`src/rtl/core/cmmc_pkg.sv`:
```
// Package for the channel min/max calibrator: action and status codes,
// field widths and the sequencer state type.
// No dependencies.
package cmmc_pkg;

    localparam int ACTION_W  = 2;
    localparam int CHAN_W    = 3;
    localparam int SAMPLE_W  = 16;
    localparam int STATUS_W  = 2;
    localparam int SPAN_W    = 16;

    localparam logic [SPAN_W-1:0] SPAN_RESET = 16'd4096;

    localparam logic [ACTION_W-1:0] ACT_START  = 2'd0;
    localparam logic [ACTION_W-1:0] ACT_SAMPLE = 2'd1;
    localparam logic [ACTION_W-1:0] ACT_STOP   = 2'd2;

    localparam logic [STATUS_W-1:0] STAT_OK       = 2'd0;
    localparam logic [STATUS_W-1:0] STAT_NOT_RUN  = 2'd1;
    localparam logic [STATUS_W-1:0] STAT_NO_RANGE = 2'd2;

    typedef enum logic [4:0] {
        S_IDLE    = 5'b00001,
        S_CHK_RD  = 5'b00010,
        S_CHK_EV  = 5'b00100,
        S_EMIT_RD = 5'b01000,
        S_EMIT_EV = 5'b10000
    } state_t;

endpackage

```
`src/rtl/core/channel_min_max_calibrator.sv`:
```
// Top level of the channel min/max calibrator.
// Depends on cmmc_pkg and cmmc_ram.
//
// Start, sample, action 3 and a stop while not running are taken in idle; they may
// follow each other in consecutive cycles unless the output stalls. Each channel's
// {min, max} pair sits in one RAM entry; a sample is read in the accept cycle and
// written back in the next, with the last write forwarded to the following read. A
// stop while running walks the RAM through its single read port: a read and a
// span-check state per channel, ending with a no-range status at the first failing
// channel, then a read and an emit state per channel, held by output stalls.
// Per-entry valid bits stand in for clearing, so start and reset need no clearing pass.
module channel_min_max_calibrator #(
    parameter int CHANNELS    = 8,
    parameter int SAMPLE_BITS = 16
) (
    input  logic                                clk,
    input  logic                                rst_n,
    input  logic                                wr_en,
    input  logic [cmmc_pkg::SPAN_W-1:0]         wr_data,
    input  logic                                in_valid,
    output logic                                in_stall,
    input  logic [cmmc_pkg::ACTION_W-1:0]       action,
    input  logic [cmmc_pkg::CHAN_W-1:0]         channel,
    input  logic [cmmc_pkg::SAMPLE_W-1:0]       sample,
    output logic                                out_valid,
    input  logic                                out_stall,
    output logic [cmmc_pkg::STATUS_W-1:0]       status,
    output logic [cmmc_pkg::CHAN_W-1:0]         out_channel,
    output logic [cmmc_pkg::SAMPLE_W-1:0]       low_seen,
    output logic [cmmc_pkg::SAMPLE_W-1:0]       high_seen,
    output logic                                last
);

    localparam int IDX_W = (CHANNELS > 1) ? $clog2(CHANNELS) : 1;
    localparam int ENT_W = 2 * SAMPLE_BITS;
    localparam int CMP_W = (SAMPLE_BITS > cmmc_pkg::SPAN_W) ? SAMPLE_BITS : cmmc_pkg::SPAN_W;
    localparam logic [IDX_W-1:0] LAST_IDX = IDX_W'(CHANNELS - 1);

    cmmc_pkg::state_t state_reg, state_next;

    logic [cmmc_pkg::SPAN_W-1:0] span_reg;
    logic                        running_reg, running_next;
    logic [IDX_W-1:0]            idx_reg, idx_next;
    logic [IDX_W-1:0]            rd_addr;
    logic [IDX_W-1:0]            rd_addr_q_reg;
    logic [CHANNELS-1:0]         valid_reg, valid_next;
    logic                        upd_vld_reg, upd_vld_next;
    logic [SAMPLE_BITS-1:0]      upd_sample_reg;
    logic                        fwd_valid_reg;
    logic [IDX_W-1:0]            fwd_ch_reg;
    logic [ENT_W-1:0]            fwd_data_reg;

    logic [ENT_W-1:0]            ram_rdata;
    logic [ENT_W-1:0]            ram_wdata;

    logic [SAMPLE_BITS-1:0]      eff_min, eff_max, eff_diff;
    logic [SAMPLE_BITS-1:0]      new_min, new_max;
    logic                        span_fail;

    logic                        accept;
    logic                        out_free;
    logic                        clr_all;
    logic                        ch_in_range;
    logic [IDX_W-1:0]            ch_addr;

    logic                        out_load;
    logic [cmmc_pkg::STATUS_W-1:0] ld_status;
    logic [cmmc_pkg::CHAN_W-1:0]   ld_ch;
    logic [cmmc_pkg::SAMPLE_W-1:0] ld_lo, ld_hi;
    logic                          ld_last;

    logic                          out_valid_reg;
    logic [cmmc_pkg::STATUS_W-1:0] status_reg;
    logic [cmmc_pkg::CHAN_W-1:0]   out_channel_reg;
    logic [cmmc_pkg::SAMPLE_W-1:0] low_seen_reg, high_seen_reg;
    logic                          last_reg;

    assign out_free    = !out_valid_reg || !out_stall;
    assign in_stall    = !((state_reg == cmmc_pkg::S_IDLE) && out_free);
    assign accept      = in_valid && !in_stall;
    assign ch_in_range = 32'(channel) < 32'(CHANNELS);
    assign ch_addr     = IDX_W'(channel);
    assign clr_all     = accept && (action == cmmc_pkg::ACT_START);

    cmmc_ram #(
        .WIDTH (ENT_W),
        .DEPTH (CHANNELS)
    ) u_store (
        .clk   (clk),
        .we    (upd_vld_reg),
        .waddr (rd_addr_q_reg),
        .wdata (ram_wdata),
        .raddr (rd_addr),
        .rdata (ram_rdata)
    );

    // entry seen by the read issued last cycle: forwarded write, stored value,
    // or the cleared value when the entry was not written since start/reset
    always_comb
    begin
        if (fwd_valid_reg && (fwd_ch_reg == rd_addr_q_reg))
        begin
            {eff_min, eff_max} = fwd_data_reg;
        end
        else if (valid_reg[rd_addr_q_reg])
        begin
            {eff_min, eff_max} = ram_rdata;
        end
        else
        begin
            eff_min = '1;
            eff_max = '0;
        end
    end

    assign eff_diff  = eff_max - eff_min;
    assign span_fail = (eff_max < eff_min) || (CMP_W'(eff_diff) < CMP_W'(span_reg));
    assign new_min   = (upd_sample_reg < eff_min) ? upd_sample_reg : eff_min;
    assign new_max   = (upd_sample_reg > eff_max) ? upd_sample_reg : eff_max;
    assign ram_wdata = {new_min, new_max};

    always_comb
    begin
        valid_next = valid_reg;
        if (upd_vld_reg)
        begin
            valid_next[rd_addr_q_reg] = 1'b1;
        end
        if (clr_all)
        begin
            valid_next = '0;
        end
    end

    always_comb
    begin
        state_next   = state_reg;
        idx_next     = idx_reg;
        running_next = running_reg;
        upd_vld_next = 1'b0;
        rd_addr      = idx_reg;
        out_load     = 1'b0;
        ld_status    = cmmc_pkg::STAT_OK;
        ld_ch        = '0;
        ld_lo        = '0;
        ld_hi        = '0;
        ld_last      = 1'b1;
        unique case (state_reg)
            cmmc_pkg::S_IDLE:
            begin
                rd_addr = ch_addr;
                if (accept)
                begin
                    unique case (action)
                        cmmc_pkg::ACT_START:
                        begin
                            running_next = 1'b1;
                            out_load     = 1'b1;
                        end
                        cmmc_pkg::ACT_SAMPLE:
                        begin
                            out_load = 1'b1;
                            if (!running_reg)
                            begin
                                ld_status = cmmc_pkg::STAT_NOT_RUN;
                            end
                            else
                            begin
                                upd_vld_next = ch_in_range;
                            end
                        end
                        cmmc_pkg::ACT_STOP:
                        begin
                            if (!running_reg)
                            begin
                                out_load  = 1'b1;
                                ld_status = cmmc_pkg::STAT_NOT_RUN;
                            end
                            else
                            begin
                                running_next = 1'b0;
                                idx_next     = '0;
                                state_next   = cmmc_pkg::S_CHK_RD;
                            end
                        end
                        default:
                        begin
                        end
                    endcase
                end
            end
            cmmc_pkg::S_CHK_RD:
            begin
                state_next = cmmc_pkg::S_CHK_EV;
            end
            cmmc_pkg::S_CHK_EV:
            begin
                if (span_fail)
                begin
                    if (out_free)
                    begin
                        out_load   = 1'b1;
                        ld_status  = cmmc_pkg::STAT_NO_RANGE;
                        state_next = cmmc_pkg::S_IDLE;
                    end
                end
                else if (idx_reg == LAST_IDX)
                begin
                    idx_next   = '0;
                    state_next = cmmc_pkg::S_EMIT_RD;
                end
                else
                begin
                    idx_next   = idx_reg + IDX_W'(1);
                    state_next = cmmc_pkg::S_CHK_RD;
                end
            end
            cmmc_pkg::S_EMIT_RD:
            begin
                state_next = cmmc_pkg::S_EMIT_EV;
            end
            cmmc_pkg::S_EMIT_EV:
            begin
                if (out_free)
                begin
                    out_load = 1'b1;
                    ld_ch    = cmmc_pkg::CHAN_W'(idx_reg);
                    ld_lo    = cmmc_pkg::SAMPLE_W'(eff_min);
                    ld_hi    = cmmc_pkg::SAMPLE_W'(eff_max);
                    ld_last  = (idx_reg == LAST_IDX);
                    if (idx_reg == LAST_IDX)
                    begin
                        state_next = cmmc_pkg::S_IDLE;
                    end
                    else
                    begin
                        idx_next   = idx_reg + IDX_W'(1);
                        state_next = cmmc_pkg::S_EMIT_RD;
                    end
                end
            end
            default:
            begin
                state_next = cmmc_pkg::S_IDLE;
            end
        endcase
    end

    always_ff @(posedge clk or negedge rst_n)
    begin
        if (!rst_n)
        begin
            state_reg     <= cmmc_pkg::S_IDLE;
            span_reg      <= cmmc_pkg::SPAN_RESET;
            running_reg   <= 1'b0;
            idx_reg       <= '0;
            valid_reg     <= '0;
            upd_vld_reg   <= 1'b0;
            fwd_valid_reg <= 1'b0;
            out_valid_reg <= 1'b0;
        end
        else
        begin
            state_reg   <= state_next;
            running_reg <= running_next;
            idx_reg     <= idx_next;
            valid_reg   <= valid_next;
            upd_vld_reg <= upd_vld_next;
            if (wr_en)
            begin
                span_reg <= wr_data;
            end
            if (clr_all)
            begin
                fwd_valid_reg <= 1'b0;
            end
            else if (upd_vld_reg)
            begin
                fwd_valid_reg <= 1'b1;
            end
            if (out_load)
            begin
                out_valid_reg <= 1'b1;
            end
            else if (!out_stall)
            begin
                out_valid_reg <= 1'b0;
            end
        end
    end

    always_ff @(posedge clk)
    begin
        rd_addr_q_reg <= rd_addr;
        if (accept)
        begin
            upd_sample_reg <= SAMPLE_BITS'(sample);
        end
        if (upd_vld_reg)
        begin
            fwd_ch_reg   <= rd_addr_q_reg;
            fwd_data_reg <= ram_wdata;
        end
        if (out_load)
        begin
            status_reg      <= ld_status;
            out_channel_reg <= ld_ch;
            low_seen_reg    <= ld_lo;
            high_seen_reg   <= ld_hi;
            last_reg        <= ld_last;
        end
    end

    assign out_valid   = out_valid_reg;
    assign status      = status_reg;
    assign out_channel = out_channel_reg;
    assign low_seen    = low_seen_reg;
    assign high_seen   = high_seen_reg;
    assign last        = last_reg;

`ifndef SYNTHESIS
    a_stop_ends_run: assert property (@(posedge clk) disable iff (!rst_n)
        (accept && (action == cmmc_pkg::ACT_STOP)) |=> !running_reg)
        else $error("running still set after stop item");

    a_update_follows_sample: assert property (@(posedge clk) disable iff (!rst_n)
        upd_vld_reg |-> $past(accept && (action == cmmc_pkg::ACT_SAMPLE) && running_reg))
        else $error("store write without a preceding sample item");

    a_last_emit_returns: assert property (@(posedge clk) disable iff (!rst_n)
        ((state_reg == cmmc_pkg::S_EMIT_EV) && out_load && ld_last)
        |=> (state_reg == cmmc_pkg::S_IDLE))
        else $error("sequencer did not return to idle after last result");

    a_no_accept_in_sweep: assert property (@(posedge clk) disable iff (!rst_n)
        (state_reg != cmmc_pkg::S_IDLE) |-> !upd_vld_next)
        else $error("sample update issued during stop sweep");
`endif

endmodule

```
`src/rtl/core/cmmc_ram.sv`:
```
// Generic single-write, single-read RAM with registered read data.
// Used for the per-channel extreme store; no dependencies.
module cmmc_ram #(
    parameter int WIDTH = 32,
    parameter int DEPTH = 8,
    localparam int AW = (DEPTH > 1) ? $clog2(DEPTH) : 1
) (
    input  logic             clk,
    input  logic             we,
    input  logic [AW-1:0]    waddr,
    input  logic [WIDTH-1:0] wdata,
    input  logic [AW-1:0]    raddr,
    output logic [WIDTH-1:0] rdata
);

    logic [WIDTH-1:0] mem [DEPTH];
    logic [WIDTH-1:0] rdata_reg;

    // read returns the old entry when the same address is written
    always_ff @(posedge clk)
    begin
        if (we)
        begin
            mem[waddr] <= wdata;
        end
        rdata_reg <= mem[raddr];
    end

    assign rdata = rdata_reg;

endmodule
```
`config.mk`:
```
export PLATFORM = sky130hd
export DESIGN_NAME = channel_min_max_calibrator
export DESIGN_NICKNAME = d
export VERILOG_FILES = /design/src/rtl/core/cmmc_pkg.sv /design/src/rtl/core/channel_min_max_calibrator.sv /design/src/rtl/core/cmmc_ram.sv
export SDC_FILE = /design/constraint.sdc
export NUM_CORES = 1
export LEC_CHECK = 0
export BUFFER_PORTS_ARGS = -buffer_cell sky130_fd_sc_hd__buf_2
export CAP_MARGIN = 0
export CORE_UTILIZATION = 50
export DETAILED_ROUTE_END_ITERATION = 8
export PLACE_DENSITY = 0.67
export SKIP_LAST_GASP = 1
export SYNTH_ARGS = -nofsm -noshare
export SYNTH_HDL_FRONTEND = slang
export SYNTH_SLANG_ARGS = --single-unit
```
`constraint.sdc`:
```
create_clock -name clk -period 11 [get_ports clk]
set_clock_uncertainty 0.05 [all_clocks]
set_input_delay 1.1 -clock clk [delete_from_list [all_inputs] [get_ports clk]]
set_output_delay 1.1 -clock clk [all_outputs]
set_load 0.02 [all_outputs]
```
==> results of run 1 <==
logic make-up (layout without fill, tap and decap cells):
kind of cell | after synthesis | after routing | share of synthesized area
AOI/OAI and AO/OA | 194 | 194 | 0.0698
xor gates and xnor gates | 20 | 20 | 0.00971
adders and majority gates | 65 | 65 | 0.0449
buffers and inverters | 137 | 242 | 0.0298
DFF | 416 | 416 | 0.663
muxes | 48 | 48 | 0.0287
and+or+nand+nor | 633 | 633 | 0.154
worst paths after layout:
path / startpoint / endpoint / slack [ns] / depth (start not counted)
min in group asynchronous: rst_n / state_reg[4] / 0.61 / 1
worst min register to register: valid_reg[6] / valid_reg[6] / 0.47 / 1
worst max-delay path: rd_addr_q_reg[0] / high_seen[11] / 3.12 / 26
max in group asynchronous: rst_n / span_reg[13] / 9.73 / 1
worst min-delay path: valid_reg[6] / valid_reg[6] / 0.47 / 1
worst max register to register: rd_addr_q_reg[0] / high_seen[11] / 3.12 / 26
through the flow:
| step | std cells | power [mW] | cell area (um^2) | setup WS, ns |
|---|---|---|---|---|
| 3_5_place_dp | 2001 | 3.87 | 19000 | 3.20 |
| 2_1_floorplan | 1513 | 3.35 | 18000 | 2.78 |
| 6_report | 2079 | 5.24 | 20300 | 3.12 |
| 4_1_cts | 2079 | 5.27 | 20300 | 3.19 |
| 5_1_grt | 2079 | 5.54 | 20300 | 2.51 |
| 3_3_place_gp | 2001 | 3.83 | 19000 | 3.50 |
layout by cell type (no fill, tap or decap), types with 13 or more instances in the layout:
master	netlist	layout
dfrtp_1	34	34
mux2i_1	36	33
ha_1	59	59
buf_2	1	81
edfxtp_1	345	345
inv_1	64	62
nand2_1	329	329
dfxtp_1	35	35
xnor2_1	14	14
o21a_1	13	13
o21ai_0	62	61
o22ai_1	17	17
a21oi_1	33	33
clkbuf_16	0	42
nand3_1	170	170
a21o_1	13	13
buf_4	2	19
nor2_1	61	55
cell type report:
cell class | count | area share
sequential | 416 | 0.588
multi-input combinational | 960 | 0.278
clock buffer | 60 | 0.0579
tap | 461 | 0.0284
timing repair buffer | 100 | 0.0269
inverter | 64 | 0.0119
clock inverter | 18 | 0.00910
power groups by stage:
stage	sequential, mW	clock [mW]	combinational, mW
floorplan	2.16	0	1.18
global placement	2.20	0	1.64
detailed placement	2.20	0	1.67
CTS	2.17	1.42	1.68
global route	2.18	1.48	1.88
finish	2.17	1.39	1.68
routing by layer:
metal,vias up,GRT usage
met5,-,0
met1,5651,0.324
met4,0,0.0598
met2,409,0.360
li1,5586,-
met3,60,0.0327
==> results_dict.tcl, run 1 <==
set metrics [dict create \
    status "complete, no violations" \
    worstSetupStartpointType "flip-flop" \
    p_switching_mw 1.84 \
    htree_levels 2 \
    largest_reg_flops 256 \
    critical_path_arrival_ns 7.98 \
    crit_type "flip-flop to flip-flop" \
    drtIter0Drc 1023 \
    setup-tns-final_ns 0 \
    holdBufCountCts 0 \
    critical_path_buf_inv_count 2 \
    p_per_area_mw_per_mm2 258 \
    synth_area_mm2 0.0180 \
    ios 82 \
    rows 69 \
    dr_wl_met3_um 2870 \
    async_flop_share 0.0865 \
    cp_data_required_time_ns 11.11 \
    place_congestion 0.931 \
    fill_cells 2896 \
    grt_pass1_wl_um 63200 \
    clk_pin_slew_ns 0.06 \
    netlist_top_cells_area "edfxtp_1, nand2_1, dfrtp_1, nand3_1, ha_1" \
    hpwl_um 26000 \
    worstHoldPathType "flip-flop to flip-flop" \
    synth_warnings 0 \
    area_growth_syn_to_layout_pct 12.7 \
    critPathMaxStageDelay_ns 0.97 \
    hold_slack_ns 0.467 \
    synth_edf_count 345 \
    end_kind "flip-flop" \
    syn_avg_cell_area_um2 11.9 \
    m1WireLength_um 18700 \
    vias_per_cell 5.63 \
    ys_seq_area_frac 0.663 \
    synth_top_cells_by_count "edfxtp_1, nand2_1, nand3_1, inv_1, o21ai_0" \
    grt_pass1_vias 11206 \
    multiInputGateArea_mm2 0.00565 \
    synth.top_cell.area_share 0.574 \
    clk_latency_ns 0.56 \
    grt_start_max_net_pins 104 \
    finalWirelength_um 41200 \
    rsz0062_at_grt "false" \
    cts_sinks 416 \
    initial_core_util 0.507 \
    cts_made_buffers 42 \
    synthFlopType "edfxtp_1" \
    grt_usage 0.226 \
    core_mm2 0.0356 \
    path_delay_family "compound AO/OA/AOI/OAI gates" \
    die_h_um 192 \
    tritoncts "built" \
    nets 1686 \
    internal_power_mw 3.41 \
    path_max_fanout 38 \
    drc 0 \
    diodes 0 \
    drv_cap 0 \
    finalHoldViolations 0 \
    final_core_util 0.572 \
    p_comb_frac 0.320 \
    clockRootBuffer "clkbuf_16" \
    irDropWorstVdd_v 0.000140 \
    yosysUniqueCellTypes 72 \
    ys_ff_latch 416 \
    cts_buffer_depth 3 \
    yosysTopAreaCell "edfxtp_1" \
    worstMarginPinSlew_ns 1.19 \
    overflow 0 \
    swShare 0.350 \
    p_leak_nw 8.03 \
    drive_gt1_frac 0.119 \
    top_layer "met4" \
    maxSlewViolCount 0 \
    post_cts_resized 0 \
    setup_viol 0 \
    cpMaxStageDelayCell "o21ai_4" \
    die_w_um 192 \
    syn_inst 1513 \
    port_buffers 81 \
    pwr-share-clk 0.266 \
    seqPwrFrac 0.414 \
    register_area_mm2 0.0120 \
    fmax_mhz 127 \
    period_needed_ns 7.88 \
    ant_nets 0 \
    synth.most_common_cell "edfxtp_1" \
    period_share 0.716 \
    relSlewSlack 0.205 \
    dr_wl_met2_um 18900 \
    drtPass1Iterations 5 \
    synthesis.nets 1615 \
    antenna_found_initial 0 \
    post-cts-setup-buffers 0 \
    num_vias 11706 \
    wl_per_cell_um 19.8 \
    die_area_mm2 0.0369 \
]
Note: power is estimated with default switching activity, not from simulation.
==> inputs of run 2 (changes only) <==
PLACE_DENSITY = 0.7   (was 0.67)
clock period = 6.7 ns   (was 11 ns; I/O delays follow)
==> results_dict.tcl, run 2 (synthesis results as in run 1) <==
set metrics [dict create \
    register_area_mm2 0.0120 \
    drtIter0Drc 929 \
    setup-tns-final_ns 0 \
    critPathMaxStageDelay_ns 0.57 \
    post-cts-setup-buffers 0 \
    layout_common_cells "edfxtp_1, nand2_1, nand3_1, buf_2, inv_1" \
    setup_viol 0 \
    grt_usage 0.228 \
    hold_slack_ns 0.174 \
    swShare 0.352 \
    port_buffers 81 \
    pwr-share-clk 0.262 \
    final_common_cell "edfxtp_1" \
    cpMaxStageDelayCell "mux4_2" \
    diodes 0 \
    drive_gt1_frac 0.127 \
    wl_per_cell_um 19.8 \
    path_max_fanout 33 \
    fmax_mhz 163 \
    ant_nets 0 \
    end_kind "flip-flop" \
    period_needed_ns 6.15 \
    maxSlewViolCount 0 \
    largest_reg_flops 256 \
    crit_type "flip-flop to flip-flop" \
    multiInputGateArea_mm2 0.00565 \
    holdBufCountCts 0 \
    cts_made_buffers 42 \
    die_h_um 192 \
    grt_pass1_wl_um 63600 \
    cts_buffer_depth 3 \
    cts_sinks 416 \
    p_switching_mw 3.03 \
    die_area_mm2 0.0369 \
    postLayoutCellArea_mm2 0.0204 \
    die_w_um 192 \
    core_mm2 0.0356 \
    rsz0062_at_grt "false" \
    place_area_mm2 0.0191 \
    htree_levels 2 \
    period_share 0.917 \
    drtPass1Iterations 5 \
    hpwl_um 25300 \
    worstReg2RegStart "rd_addr_q_reg[0]" \
    cp-startpoint "rd_addr_q_reg[0]" \
    worstHoldPathType "input pin to async pin" \
    grt_start_max_net_pins 99 \
    antenna_found_initial 0 \
    internal_power_mw 5.60 \
    vias_per_cell 5.65 \
    clockRootBuffer "clkbuf_16" \
    finalWirelength_um 41400 \
    seqPwrFrac 0.412 \
    ios 82 \
    area_growth_syn_to_layout_pct 13.2 \
    clk_latency_ns 0.56 \
    status "complete, no violations" \
    overflow 0 \
    nets 1695 \
    p_comb_frac 0.326 \
    drv_cap 0 \
    fill_cells 2854 \
    critical_path_arrival_ns 6.35 \
    tritoncts "built" \
    p_per_area_mw_per_mm2 423 \
    p_leak_nw 8.07 \
    initial_core_util 0.507 \
    grt_pass1_vias 11335 \
    irDropWorstVdd_v 0.000282 \
    place_congestion 0.895 \
    worstSetupStartpointType "flip-flop" \
    post_cts_resized 0 \
    relSlewSlack 0.278 \
    worstMarginPinSlew_ns 1.08 \
    clk_pin_slew_ns 0.06 \
    final_core_util 0.574 \
    cp_data_required_time_ns 6.90 \
    drc 0 \
    finalHoldViolations 0 \
    rows 69 \
    num_vias 11790 \
]
-- run 2: changes by cell type in the layout (fill, tap and decap cells not counted), moves of 2 or more --
| cell | previous run | this run |
|---|---|---|
| buf_4 | 19 | 27 |
| clkinv_1 | 4 | 1 |
| clkinv_4 | 0 | 2 |
| inv_16 | 2 | 0 |
-- run 2: worst max-delay path: cells and delay by family (launching register included) --
kind | cells | cell delay, ns
and+or+nand+nor | 5 | 0.71
xor gates and xnor gates | 1 | 0.08
AOI/OAI and AO/OA | 12 | 2.32
DFF | 1 | 0.46
adders and majority gates | 3 | 0.84
buffers and inverters | 3 | 0.44
muxes | 2 | 0.94
-- run 2: metal layers --
metal | GRT usage | wire [um]
met1 | 0.320 | 18800
met2 | 0.363 | 18800
met3 | 0.0338 | 2760
met4 | 0.0763 | 1060
met5 | 0 | 0
-- run 2: area by class of cell --
class,count,area share
sequential,416,0.586
multi-input combinational,960,0.277
clock buffer,61,0.0584
timing repair buffer,109,0.0308
tap,461,0.0282
inverter,64,0.0118
clock inverter,17,0.00839
-- run 2: power groups by stage --
stage               Clock [mW]  Combinational [mW]  Sequential [mW]
floorplan                    0                1.94             3.55
global placement             0                2.72             3.59
detailed placement           0                2.80             3.60
CTS                       2.31                2.81             3.54
global route              2.39                3.13             3.57
finish                    2.26                2.82             3.55
-- run 2: worst paths after layout --
path                                     end  slack, ns  depth (start not counted)
setup / recovery               high_seen[12]       0.55                         26
min in group clk           upd_sample_reg[9]       0.24                          1
setup reg to reg               high_seen[12]       0.55                         26
hold reg to reg                 valid_reg[5]       0.46                          1
hold / removal                  state_reg[4]       0.17                          1
max in group asynchronous       span_reg[10]       5.89                          1
-- run 2: per-stage QoR --
step,setup WS [ns],instances,power (mW)
after global placement,0.486,2010,6.32
final,0.554,2088,8.63
after global routing,0.0300,2088,9.10
after detailed placement,0.335,2010,6.39
after floorplan,0.219,1513,5.49
after CTS,0.301,2088,8.66
